--- config.mk ---
export PLATFORM = sky130hd
export DESIGN_NAME = bit_vector_rank_ctz_engine
export DESIGN_NICKNAME = d
export VERILOG_FILES = /design/src/hdl/bvrc_pkg.sv /design/src/hdl/bvrc_word_unit.sv /design/src/hdl/bit_vector_rank_ctz_engine.sv
export VERILOG_INCLUDE_DIRS = /design/src /design/src/hdl
export SDC_FILE = /design/constraint.sdc
export NUM_CORES = 2
export LEC_CHECK = 0
export BUFFER_PORTS_ARGS = -buffer_cell sky130_fd_sc_hd__clkbuf_2
export CAP_MARGIN = 15
export CORE_MARGIN = 4
export CORE_UTILIZATION = 40
export CTS_BUF_LIST = sky130_fd_sc_hd__clkbuf_8
export DETAILED_ROUTE_END_ITERATION = 10
export PLACE_DENSITY = 0.62
export SETUP_SLACK_MARGIN = 0.2
export SLEW_MARGIN = 20
export SYNTH_ARGS = -nofsm -noshare
export SYNTH_HDL_FRONTEND = slang
export SYNTH_HIERARCHICAL = 1
export SYNTH_SLANG_ARGS = --single-unit
export TNS_END_PERCENT = 50
--- constraint.sdc ---
create_clock -name clk -period 11.2 [get_ports clk]
set_clock_uncertainty 0.15 [all_clocks]
set_input_delay 2.24 -clock clk [delete_from_list [all_inputs] [get_ports clk]]
set_output_delay 2.24 -clock clk [all_outputs]
set_load 0.01 [all_outputs]
--- src/hdl/bit_vector_rank_ctz_engine_defines.svh ---
// Assertion macros for the bit-vector rank / trailing-zero engine.
`ifndef BIT_VECTOR_RANK_CTZ_ENGINE_DEFINES_SVH
`define BIT_VECTOR_RANK_CTZ_ENGINE_DEFINES_SVH

// Check a condition in the same cycle.
`define BVRC_ASSERT_NOW(name, ante, cons) \
    name: assert property (@(posedge clk) disable iff (!rst_n) (ante) |-> (cons)) \
        else $error("bvrc check failed");

// Check a condition in the cycle after the antecedent.
`define BVRC_ASSERT_NEXT(name, ante, cons) \
    name: assert property (@(posedge clk) disable iff (!rst_n) (ante) |=> (cons)) \
        else $error("bvrc check failed");

`endif

--- src/hdl/bvrc_pkg.sv ---
`timescale 1ns / 1ps

package bvrc_pkg;

    localparam int unsigned CAPACITY_BITS_DEF = 1024;
    localparam int IDX_W   = 11;
    localparam int CNT_W   = 11;
    localparam int LEN_W   = 12;
    localparam int BYTES_W = 8;
    localparam int WORD_W  = 32;
    localparam int SHIFT_W = 5;
    localparam int POP_W   = 6;

    typedef enum logic [2:0] {
        REQ_GET    = 3'd0,
        REQ_PUT    = 3'd1,
        REQ_RANK   = 3'd2,
        REQ_TZ     = 3'd3,
        REQ_DROP   = 3'd4,
        REQ_SETLEN = 3'd5
    } req_op_t;

    typedef enum logic [1:0] {
        ST_INIT,
        ST_IDLE,
        ST_SCAN,
        ST_DONE
    } state_t;

    typedef struct packed {
        logic [2:0]         req_type;
        logic [IDX_W-1:0]   index;
        logic               value;
        logic [BYTES_W-1:0] byte_count;
    } req_t;

    typedef struct packed {
        logic             bit_value;
        logic [CNT_W-1:0] count;
        logic [CNT_W-1:0] length_bits;
        logic             error;
    } rsp_t;

    typedef struct packed {
        req_op_t            op;
        logic [WORD_W-1:0]  word;
        logic [WORD_W-1:0]  prev;
        logic [SHIFT_W-1:0] bit_sel;
        logic               put_val;
        logic [SHIFT_W-1:0] shift;
        logic               keep_none;
        logic               keep_all;
        logic [SHIFT_W-1:0] keep_bits;
    } wu_in_t;

    typedef struct packed {
        logic [WORD_W-1:0]  wdata;
        logic [POP_W-1:0]   pop;
        logic               nonzero;
        logic [SHIFT_W-1:0] low_bit;
        logic               bit_out;
    } wu_out_t;

    function automatic logic [POP_W-1:0] popcount32(input logic [WORD_W-1:0] w);
        logic [WORD_W-1:0] v;
        v = w - ((w >> 1) & 32'h5555_5555);
        v = (v & 32'h3333_3333) + ((v >> 2) & 32'h3333_3333);
        v = (v + (v >> 4)) & 32'h0F0F_0F0F;
        v = v * 32'h0101_0101;
        return v[29:24];
    endfunction

    function automatic logic [SHIFT_W-1:0] lowest_set32(input logic [WORD_W-1:0] w);
        logic [SHIFT_W-1:0] r;
        r = '0;
        for (int i = WORD_W - 1; i >= 0; i--) begin
            if (w[i])
            begin
                r = SHIFT_W'(i);
            end
        end
        return r;
    endfunction

endpackage

--- src/hdl/bvrc_word_unit.sv ---
`timescale 1ns / 1ps

module bvrc_word_unit
    import bvrc_pkg::*;
(
    input  wu_in_t  wu_in,
    output wu_out_t wu_out
);

    logic [WORD_W-1:0]   keep_mask;
    logic [WORD_W-1:0]   masked;
    logic [WORD_W-1:0]   put_word;
    logic [2*WORD_W-1:0] pair_shifted;

    always_comb
    begin
        if (wu_in.keep_none)
        begin
            keep_mask = '0;
        end
        else if (wu_in.keep_all)
        begin
            keep_mask = '1;
        end
        else
        begin
            keep_mask = (32'h1 << wu_in.keep_bits) - 32'h1;
        end
        masked = wu_in.word & keep_mask;

        put_word = wu_in.word;
        put_word[wu_in.bit_sel] = wu_in.put_val;

        pair_shifted = {wu_in.word, wu_in.prev} >> wu_in.shift;

        unique case (wu_in.op)
            REQ_PUT:    wu_out.wdata = put_word;
            REQ_DROP:   wu_out.wdata = pair_shifted[WORD_W-1:0];
            REQ_SETLEN: wu_out.wdata = masked;
            default:    wu_out.wdata = wu_in.word;
        endcase

        wu_out.pop     = popcount32(masked);
        wu_out.nonzero = |wu_in.word;
        wu_out.low_bit = lowest_set32(wu_in.word);
        wu_out.bit_out = wu_in.word[wu_in.bit_sel];
    end

endmodule

--- src/hdl/bit_vector_rank_ctz_engine.sv ---
// Channel | Signals                        | Moves
// req     | req_valid, req_ready, req      | one request per transfer
// rsp     | rsp_valid, rsp_ready, rsp      | one result per request
// Words of 32 bits sit in a memory read one word a cycle; a request reads N words:
// get inside the length and put one, rank ceil(index/32), trailing zeros
// ceil(length/32), set length ceil(length/32) when shrinking, drop bytes
// ceil(length/32) + 1, a refused request none.
// After reset the memory is swept to zero, one word a cycle.
// One request at a time; the result holds until taken, and req_ready is low meanwhile.
`timescale 1ns / 1ps
`include "bit_vector_rank_ctz_engine_defines.svh"

module bit_vector_rank_ctz_engine
    import bvrc_pkg::*;
#(
    parameter int unsigned CAPACITY_BITS = CAPACITY_BITS_DEF
)
(
    input  logic clk,
    input  logic rst_n,
    input  logic req_valid,
    output logic req_ready,
    input  req_t req,
    output logic rsp_valid,
    input  logic rsp_ready,
    output rsp_t rsp
);

    localparam int unsigned NWORDS = (CAPACITY_BITS + 31) / 32;
    localparam int AW = $clog2(NWORDS);
    localparam int SW = AW + 2;
    localparam logic [AW-1:0] LAST_INIT = AW'(NWORDS - 1);
    localparam logic [SW-1:0] WORDS_SW  = SW'(NWORDS);

    state_t state_reg, state_next;

    logic [AW-1:0]      init_reg, init_next;
    logic [SW-1:0]      scan_reg, scan_next;
    logic [SW-1:0]      end_reg, end_next;
    logic [LEN_W-1:0]   len_reg, len_next;
    req_op_t            op_reg, op_next;
    logic [SHIFT_W-1:0] sel_reg, sel_next;
    logic               val_reg, val_next;
    logic [SHIFT_W-1:0] shift_reg, shift_next;
    logic [SW-1:0]      ws_reg, ws_next;
    logic [LEN_W-1:0]   pos_reg, pos_next;
    logic               bit_reg, bit_next;
    logic [CNT_W-1:0]   cnt_reg, cnt_next;
    logic               err_reg, err_next;
    logic               found_reg, found_next;
    logic [WORD_W-1:0]  prev_reg, prev_next;

    logic               rd_vld_reg;
    logic               rd_zero_reg;
    logic [SW-1:0]      rd_addr_reg;
    logic [WORD_W-1:0]  rdata_reg;
    logic [WORD_W-1:0]  mem [NWORDS];

    logic               mem_re;
    logic [AW-1:0]      mem_raddr;
    logic               mem_we;
    logic [AW-1:0]      mem_waddr;
    logic [WORD_W-1:0]  mem_wdata;
    logic [WORD_W-1:0]  word_eff;
    logic [SW-1:0]      drop_addr;

    logic [LEN_W-1:0]   idx12;
    logic [LEN_W-1:0]   r8_idx;
    logic [LEN_W-1:0]   r8_next;
    logic [LEN_W-1:0]   drop_len;
    logic [LEN_W-1:0]   rk_sum;
    logic [LEN_W:0]     lw_sum;
    logic [SW-1:0]      len_words;
    logic [SW-1:0]      rank_words;
    logic [SW-1:0]      idx_word;
    logic [SW-1:0]      dec_ws;
    logic               idx_ge_cap;
    logic               r8_gt_cap;
    logic               dec_err;
    logic [LEN_W-1:0]   dec_len;
    logic [LEN_W-1:0]   dec_pos;
    logic [SW-1:0]      dec_start;
    logic [SW-1:0]      dec_end;

    logic [31:0]        base32;
    logic [31:0]        pos32;
    logic [31:0]        diff32;
    wu_in_t             wu_in;
    wu_out_t            wu_out;

    // request decode
    always_comb
    begin
        idx12      = LEN_W'(req.index);
        r8_idx     = (idx12 + LEN_W'(7)) & ~LEN_W'(7);
        r8_next    = (idx12 + LEN_W'(8)) & ~LEN_W'(7);
        drop_len   = LEN_W'({req.byte_count, 3'b000});
        rk_sum     = idx12 + LEN_W'(31);
        lw_sum     = (LEN_W + 1)'(len_reg) + (LEN_W + 1)'(31);
        len_words  = SW'(lw_sum[LEN_W:5]);
        rank_words = SW'(rk_sum[LEN_W-1:5]);
        idx_word   = SW'(req.index[IDX_W-1:5]);
        dec_ws     = SW'(req.byte_count[BYTES_W-1:2]);
        idx_ge_cap = 32'(req.index) >= CAPACITY_BITS;
        r8_gt_cap  = 32'(r8_idx) > CAPACITY_BITS;

        dec_err   = 1'b0;
        dec_len   = len_reg;
        dec_pos   = idx12;
        dec_start = '0;
        dec_end   = '0;
        unique case (req.req_type)
            REQ_GET:
            begin
                dec_err = idx_ge_cap;
                if (!idx_ge_cap && idx12 < len_reg)
                begin
                    dec_start = idx_word;
                    dec_end   = idx_word + SW'(1);
                end
            end
            REQ_PUT:
            begin
                if (idx_ge_cap)
                begin
                    dec_err = 1'b1;
                end
                else
                begin
                    if (idx12 >= len_reg)
                    begin
                        dec_len = r8_next;
                    end
                    dec_start = idx_word;
                    dec_end   = idx_word + SW'(1);
                end
            end
            REQ_RANK:
            begin
                if (r8_gt_cap)
                begin
                    dec_err = 1'b1;
                end
                else
                begin
                    if (idx12 > len_reg)
                    begin
                        dec_len = r8_idx;
                    end
                    dec_end = rank_words;
                end
            end
            REQ_TZ:
            begin
                dec_end = len_words;
            end
            REQ_DROP:
            begin
                if (drop_len > len_reg)
                begin
                    dec_err = 1'b1;
                end
                else
                begin
                    dec_len   = len_reg - drop_len;
                    dec_start = dec_ws;
                    dec_end   = dec_ws + len_words + SW'(1);
                end
            end
            REQ_SETLEN:
            begin
                if (r8_gt_cap)
                begin
                    dec_err = 1'b1;
                end
                else
                begin
                    if (r8_idx < len_reg)
                    begin
                        dec_end = len_words;
                    end
                    dec_pos = r8_idx;
                    dec_len = r8_idx;
                end
            end
            default:
            begin
                dec_err = 1'b1;
            end
        endcase
    end

    // word unit hookup
    always_comb
    begin
        word_eff = rd_zero_reg ? '0 : rdata_reg;
        base32   = 32'({rd_addr_reg, 5'b00000});
        pos32    = 32'(pos_reg);
        diff32   = pos32 - base32;

        wu_in.op        = op_reg;
        wu_in.word      = word_eff;
        wu_in.prev      = prev_reg;
        wu_in.bit_sel   = sel_reg;
        wu_in.put_val   = val_reg;
        wu_in.shift     = shift_reg;
        wu_in.keep_none = base32 >= pos32;
        wu_in.keep_all  = diff32 >= 32'd32;
        wu_in.keep_bits = diff32[SHIFT_W-1:0];
    end

    bvrc_word_unit u_word_unit (
        .wu_in  (wu_in),
        .wu_out (wu_out)
    );

    // next state
    always_comb
    begin
        state_next = state_reg;
        unique case (state_reg)
            ST_INIT:
            begin
                if (init_reg == LAST_INIT)
                begin
                    state_next = ST_IDLE;
                end
            end
            ST_IDLE:
            begin
                if (req_valid)
                begin
                    state_next = ST_SCAN;
                end
            end
            ST_SCAN:
            begin
                if (scan_reg >= end_reg && !rd_vld_reg)
                begin
                    state_next = ST_DONE;
                end
            end
            ST_DONE:
            begin
                if (rsp_ready)
                begin
                    state_next = ST_IDLE;
                end
            end
            default:
            begin
                state_next = ST_INIT;
            end
        endcase
    end

    // outputs
    always_comb
    begin
        req_ready       = state_reg == ST_IDLE;
        rsp_valid       = state_reg == ST_DONE;
        mem_re          = state_reg == ST_SCAN && scan_reg < end_reg;
        mem_raddr       = scan_reg[AW-1:0];
        rsp.bit_value   = bit_reg;
        rsp.count       = cnt_reg;
        rsp.length_bits = len_reg[CNT_W-1:0];
        rsp.error       = err_reg;
    end

    // datapath
    always_comb
    begin
        init_next  = init_reg;
        scan_next  = scan_reg;
        end_next   = end_reg;
        len_next   = len_reg;
        op_next    = op_reg;
        sel_next   = sel_reg;
        val_next   = val_reg;
        shift_next = shift_reg;
        ws_next    = ws_reg;
        pos_next   = pos_reg;
        bit_next   = bit_reg;
        cnt_next   = cnt_reg;
        err_next   = err_reg;
        found_next = found_reg;
        prev_next  = prev_reg;
        mem_we     = 1'b0;
        mem_waddr  = '0;
        mem_wdata  = '0;
        drop_addr  = rd_addr_reg - ws_reg - SW'(1);

        unique case (state_reg)
            ST_INIT:
            begin
                mem_we    = 1'b1;
                mem_waddr = init_reg;
                init_next = init_reg + AW'(1);
            end
            ST_IDLE:
            begin
                if (req_valid)
                begin
                    op_next    = req_op_t'(req.req_type);
                    sel_next   = req.index[SHIFT_W-1:0];
                    val_next   = req.value;
                    shift_next = {req.byte_count[1:0], 3'b000};
                    ws_next    = dec_ws;
                    pos_next   = dec_pos;
                    len_next   = dec_len;
                    err_next   = dec_err;
                    scan_next  = dec_start;
                    end_next   = dec_end;
                    bit_next   = 1'b0;
                    cnt_next   = '0;
                    found_next = 1'b0;
                end
            end
            ST_SCAN:
            begin
                if (scan_reg < end_reg)
                begin
                    scan_next = scan_reg + SW'(1);
                end
                if (rd_vld_reg)
                begin
                    unique case (op_reg)
                        REQ_GET:
                        begin
                            bit_next = wu_out.bit_out;
                        end
                        REQ_PUT, REQ_SETLEN:
                        begin
                            mem_we    = 1'b1;
                            mem_waddr = rd_addr_reg[AW-1:0];
                            mem_wdata = wu_out.wdata;
                        end
                        REQ_RANK:
                        begin
                            cnt_next = cnt_reg + CNT_W'(wu_out.pop);
                        end
                        REQ_TZ:
                        begin
                            if (!found_reg && wu_out.nonzero)
                            begin
                                found_next = 1'b1;
                                cnt_next   = CNT_W'({rd_addr_reg, 5'b00000})
                                           + CNT_W'(wu_out.low_bit);
                            end
                        end
                        REQ_DROP:
                        begin
                            prev_next = word_eff;
                            if (rd_addr_reg > ws_reg)
                            begin
                                mem_we    = 1'b1;
                                mem_waddr = drop_addr[AW-1:0];
                                mem_wdata = wu_out.wdata;
                            end
                        end
                        default:
                        begin
                        end
                    endcase
                end
                else if (scan_reg >= end_reg && op_reg == REQ_TZ && !found_reg)
                begin
                    cnt_next = CNT_W'(len_reg);
                end
            end
            ST_DONE:
            begin
            end
            default:
            begin
            end
        endcase
    end

    always_ff @(posedge clk or negedge rst_n)
    begin
        if (!rst_n)
        begin
            state_reg  <= ST_INIT;
            init_reg   <= '0;
            scan_reg   <= '0;
            end_reg    <= '0;
            len_reg    <= '0;
            rd_vld_reg <= 1'b0;
        end
        else
        begin
            state_reg  <= state_next;
            init_reg   <= init_next;
            scan_reg   <= scan_next;
            end_reg    <= end_next;
            len_reg    <= len_next;
            rd_vld_reg <= mem_re;
        end
    end

    always_ff @(posedge clk)
    begin
        op_reg      <= op_next;
        sel_reg     <= sel_next;
        val_reg     <= val_next;
        shift_reg   <= shift_next;
        ws_reg      <= ws_next;
        pos_reg     <= pos_next;
        bit_reg     <= bit_next;
        cnt_reg     <= cnt_next;
        err_reg     <= err_next;
        found_reg   <= found_next;
        prev_reg    <= prev_next;
        rd_addr_reg <= scan_reg;
        rd_zero_reg <= scan_reg >= WORDS_SW;
    end

    always_ff @(posedge clk)
    begin
        if (mem_we)
        begin
            mem[mem_waddr] <= mem_wdata;
        end
        if (mem_re)
        begin
            rdata_reg <= mem[mem_raddr];
        end
    end

    `BVRC_ASSERT_NOW(a_len_fmt, 1'b1, len_reg[2:0] == 3'b000 && 32'(len_reg) <= CAPACITY_BITS)
    `BVRC_ASSERT_NOW(a_no_stray_write, state_reg == ST_IDLE || state_reg == ST_DONE, !mem_we)
    `BVRC_ASSERT_NEXT(a_read_in_scan, mem_re, state_reg == ST_SCAN || state_reg == ST_DONE)

endmodule

==> metrics <==
status complete, no violations; Crit. End Element flip-flop; GPL Wtd Cong 0.947; Mean Syn Cell Area 15.6 µm²; vias in the first global route 33,600; Worst Reg2Reg Path Length in Cells 43; unrepaired setup endpoints after global routing no; cts hold-fix bufs 0; Synth top area share 0.600; mapped cell area 0.0566 mm²; slowest stage delay, CP 530 ps; vias post-DR 34,700; IO Count 53; DRT iter0 DRCs 4,255; clk_lat worst skew 890 ps; #FFs+latches synth 1,170; Via density 6.02; clk root buf clkbuf_8; relative slew slack 0.238; Max Root-Sink Buffers 3; final hold vios 0; first-pass GRT wire length 233 mm; design area 0.0626 mm²; Slew Viols, Final 0; FILL cells 12,300; Routed WL per cell 27.8 µm; most frequent cells after synthesis 1,131 x edfxtp_1, 367 x mux4_2, 255 x nand2_1; FF-to-FF End cnt_reg[10]; Worst EP arrival 10,860 ps; Initial Util 0.404; clock net sink count 1,170; Max Clock Freq 96.4 MHz; Post-DP HPWL 93.0 mm; Post-Route WL 160 mm; core box area 0.140 mm²; largest net degree at the start of global routing 118; die height 384 µm; post-route ant nets 0; setup TNS 0 ps; period utilization 0.926; Worst EP required 11,680 ps; top-count cell post-synth edfxtp_1; IO buf count 49; Largest register FFs 1,024; Hold Path Class flip-flop to flip-flop; synthesis-to-layout area growth 10.6%; TritonCTS clock tree built; H-tree levels 4; chip width 384 µm; ys flop type edfxtp_1; Async S/R FF share, synth 0.0265; Seq/Total Area, Yosys 0.617; initial antenna violation count 10; Overflow after GRT 0; CP Capture Point cnt_reg[10]; fin crit period 10,370 ps; Reg clk slew, reported paths 60 ps; die footprint 0.148 mm²; share of layout cells above drive strength 1 0.230; row count 137; cell taking the most area after synthesis edfxtp_1; Worst Setup Slack post-DPL 765 ps; DP Area 0.0592 mm²; Max Cap Violations 0; Worst Setup SP rd_addr_reg[1]; Slowest cell on crit path fa_1; reg2reg setup slack 830 ps; CTS buffer count 185; CP startpoint kind flip-flop; Final WS setup 827 ps; final setup fails 0; multi-input logic area 0.0202 mm²; Post-synth EDFFs 1,131; GR Util All Layers 0.215; worst flop-to-flop path startpoint rd_addr_reg[1]; Synth area leaders edfxtp_1 60%, mux4_2 15%, ha_1 3.3%; Ys Warns 6; Least-Margin Pin Slew 1130 ps; Syn Inst Count 3,619; worst-path fanout max 5; Register Area 0.0349 mm²; Total Nets Final 3,924; Netlist cell types 98; DR pass1 iterations 9; Crit Path Category flip-flop to flip-flop; residual DRC count 0
[final cells by class]
class / count / share of cell area
well taps: 1876 / 0.0375
diodes: 7 / 0.000280
multi-input cells: 2050 / 0.323
clock inverters: 141 / 0.0117
flip-flops and latches: 1170 / 0.558
clock buffers: 193 / 0.0424
inverters: 162 / 0.00971
repair buffers: 156 / 0.0172
[worst min path at each step]
stage                            from        endpoint  slack (ps)  depth (start not counted)
after global placement    scan_reg[6]  rd_addr_reg[6]         340                          0
after global routing      scan_reg[6]  rd_addr_reg[6]         370                          0
after detailed placement   end_reg[3]      end_reg[3]         340                          2
final                      end_reg[1]      end_reg[1]         370                          2
after floorplan           scan_reg[0]  rd_addr_reg[0]         220                          0
after CTS                  end_reg[1]      end_reg[1]         360                          2
[cells in the final DEF (no fill, tap or decap), types with 19 or more instances in the layout]
cell / count
a211oi_1: 22
a21o_1: 25
a21oi_1: 130
a31oi_1: 24
and2_1: 40
buf_4: 104
clkbuf_2: 49
clkbuf_8: 193
clkinv_1: 58
dfrtp_1: 26
edfxtp_1: 1131
fa_1: 25
ha_1: 147
inv_1: 213
mux2_2: 49
mux2i_1: 62
mux4_2: 367
nand2_1: 255
nand3_1: 46
nor2_1: 143
nor2b_1: 61
nor3_1: 30
nor3_2: 19
o2111ai_1: 20
o211ai_1: 23
o21ai_0: 134
xnor2_1: 54
xor2_1: 28
[repair_timing]
action | CTS | global route
buffers inserted | 0 | 0
endpoints found under the setup margin | 0 | 3
resized for setup | 0 | 2
[logic make-up after synthesis]
| family | count (synthesis) | synth area share |
|---|---|---|
| AOI/OAI and AO/OA | 563 | 0.0673 |
| xor gates and xnor gates | 82 | 0.0127 |
| adders and majority gates | 172 | 0.0414 |
| buffers and inverters | 408 | 0.0297 |
| DFF | 1170 | 0.617 |
| muxes | 479 | 0.167 |
| other | 1 | 0.0000663 |
| and+or+nand+nor | 744 | 0.0649 |
[metrics by stage]
stage | instances | util | hold WS (ps)
final | 5755 | 0.447 | 365
after floorplan | 3628 | - | 222
after CTS | 5747 | 0.447 | 364
after global placement | 5413 | 0.423 | 336
after global routing | 5750 | 0.447 | 368
after detailed placement | 5413 | 0.423 | 344
[critical path, delay by kind of cell, from the launching register on]
family,cells,cell delay (ps)
flops,1,470
compound gates,12,2420
xor+xnor,2,330
simple gates,8,1300
mux,2,540
fa+ha+maj,12,4300
buf+inv,7,570
[per-layer routing]
metal,track usage,wire length [µm]
met1,0.315,67300
met2,0.325,73500
met3,0.0424,15000
met4,0.0671,4250
met5,0,0
Power is left out: the tool's default activity adds up to more than one toggle a clock period on the data nets, which glitch-free logic cannot reach.
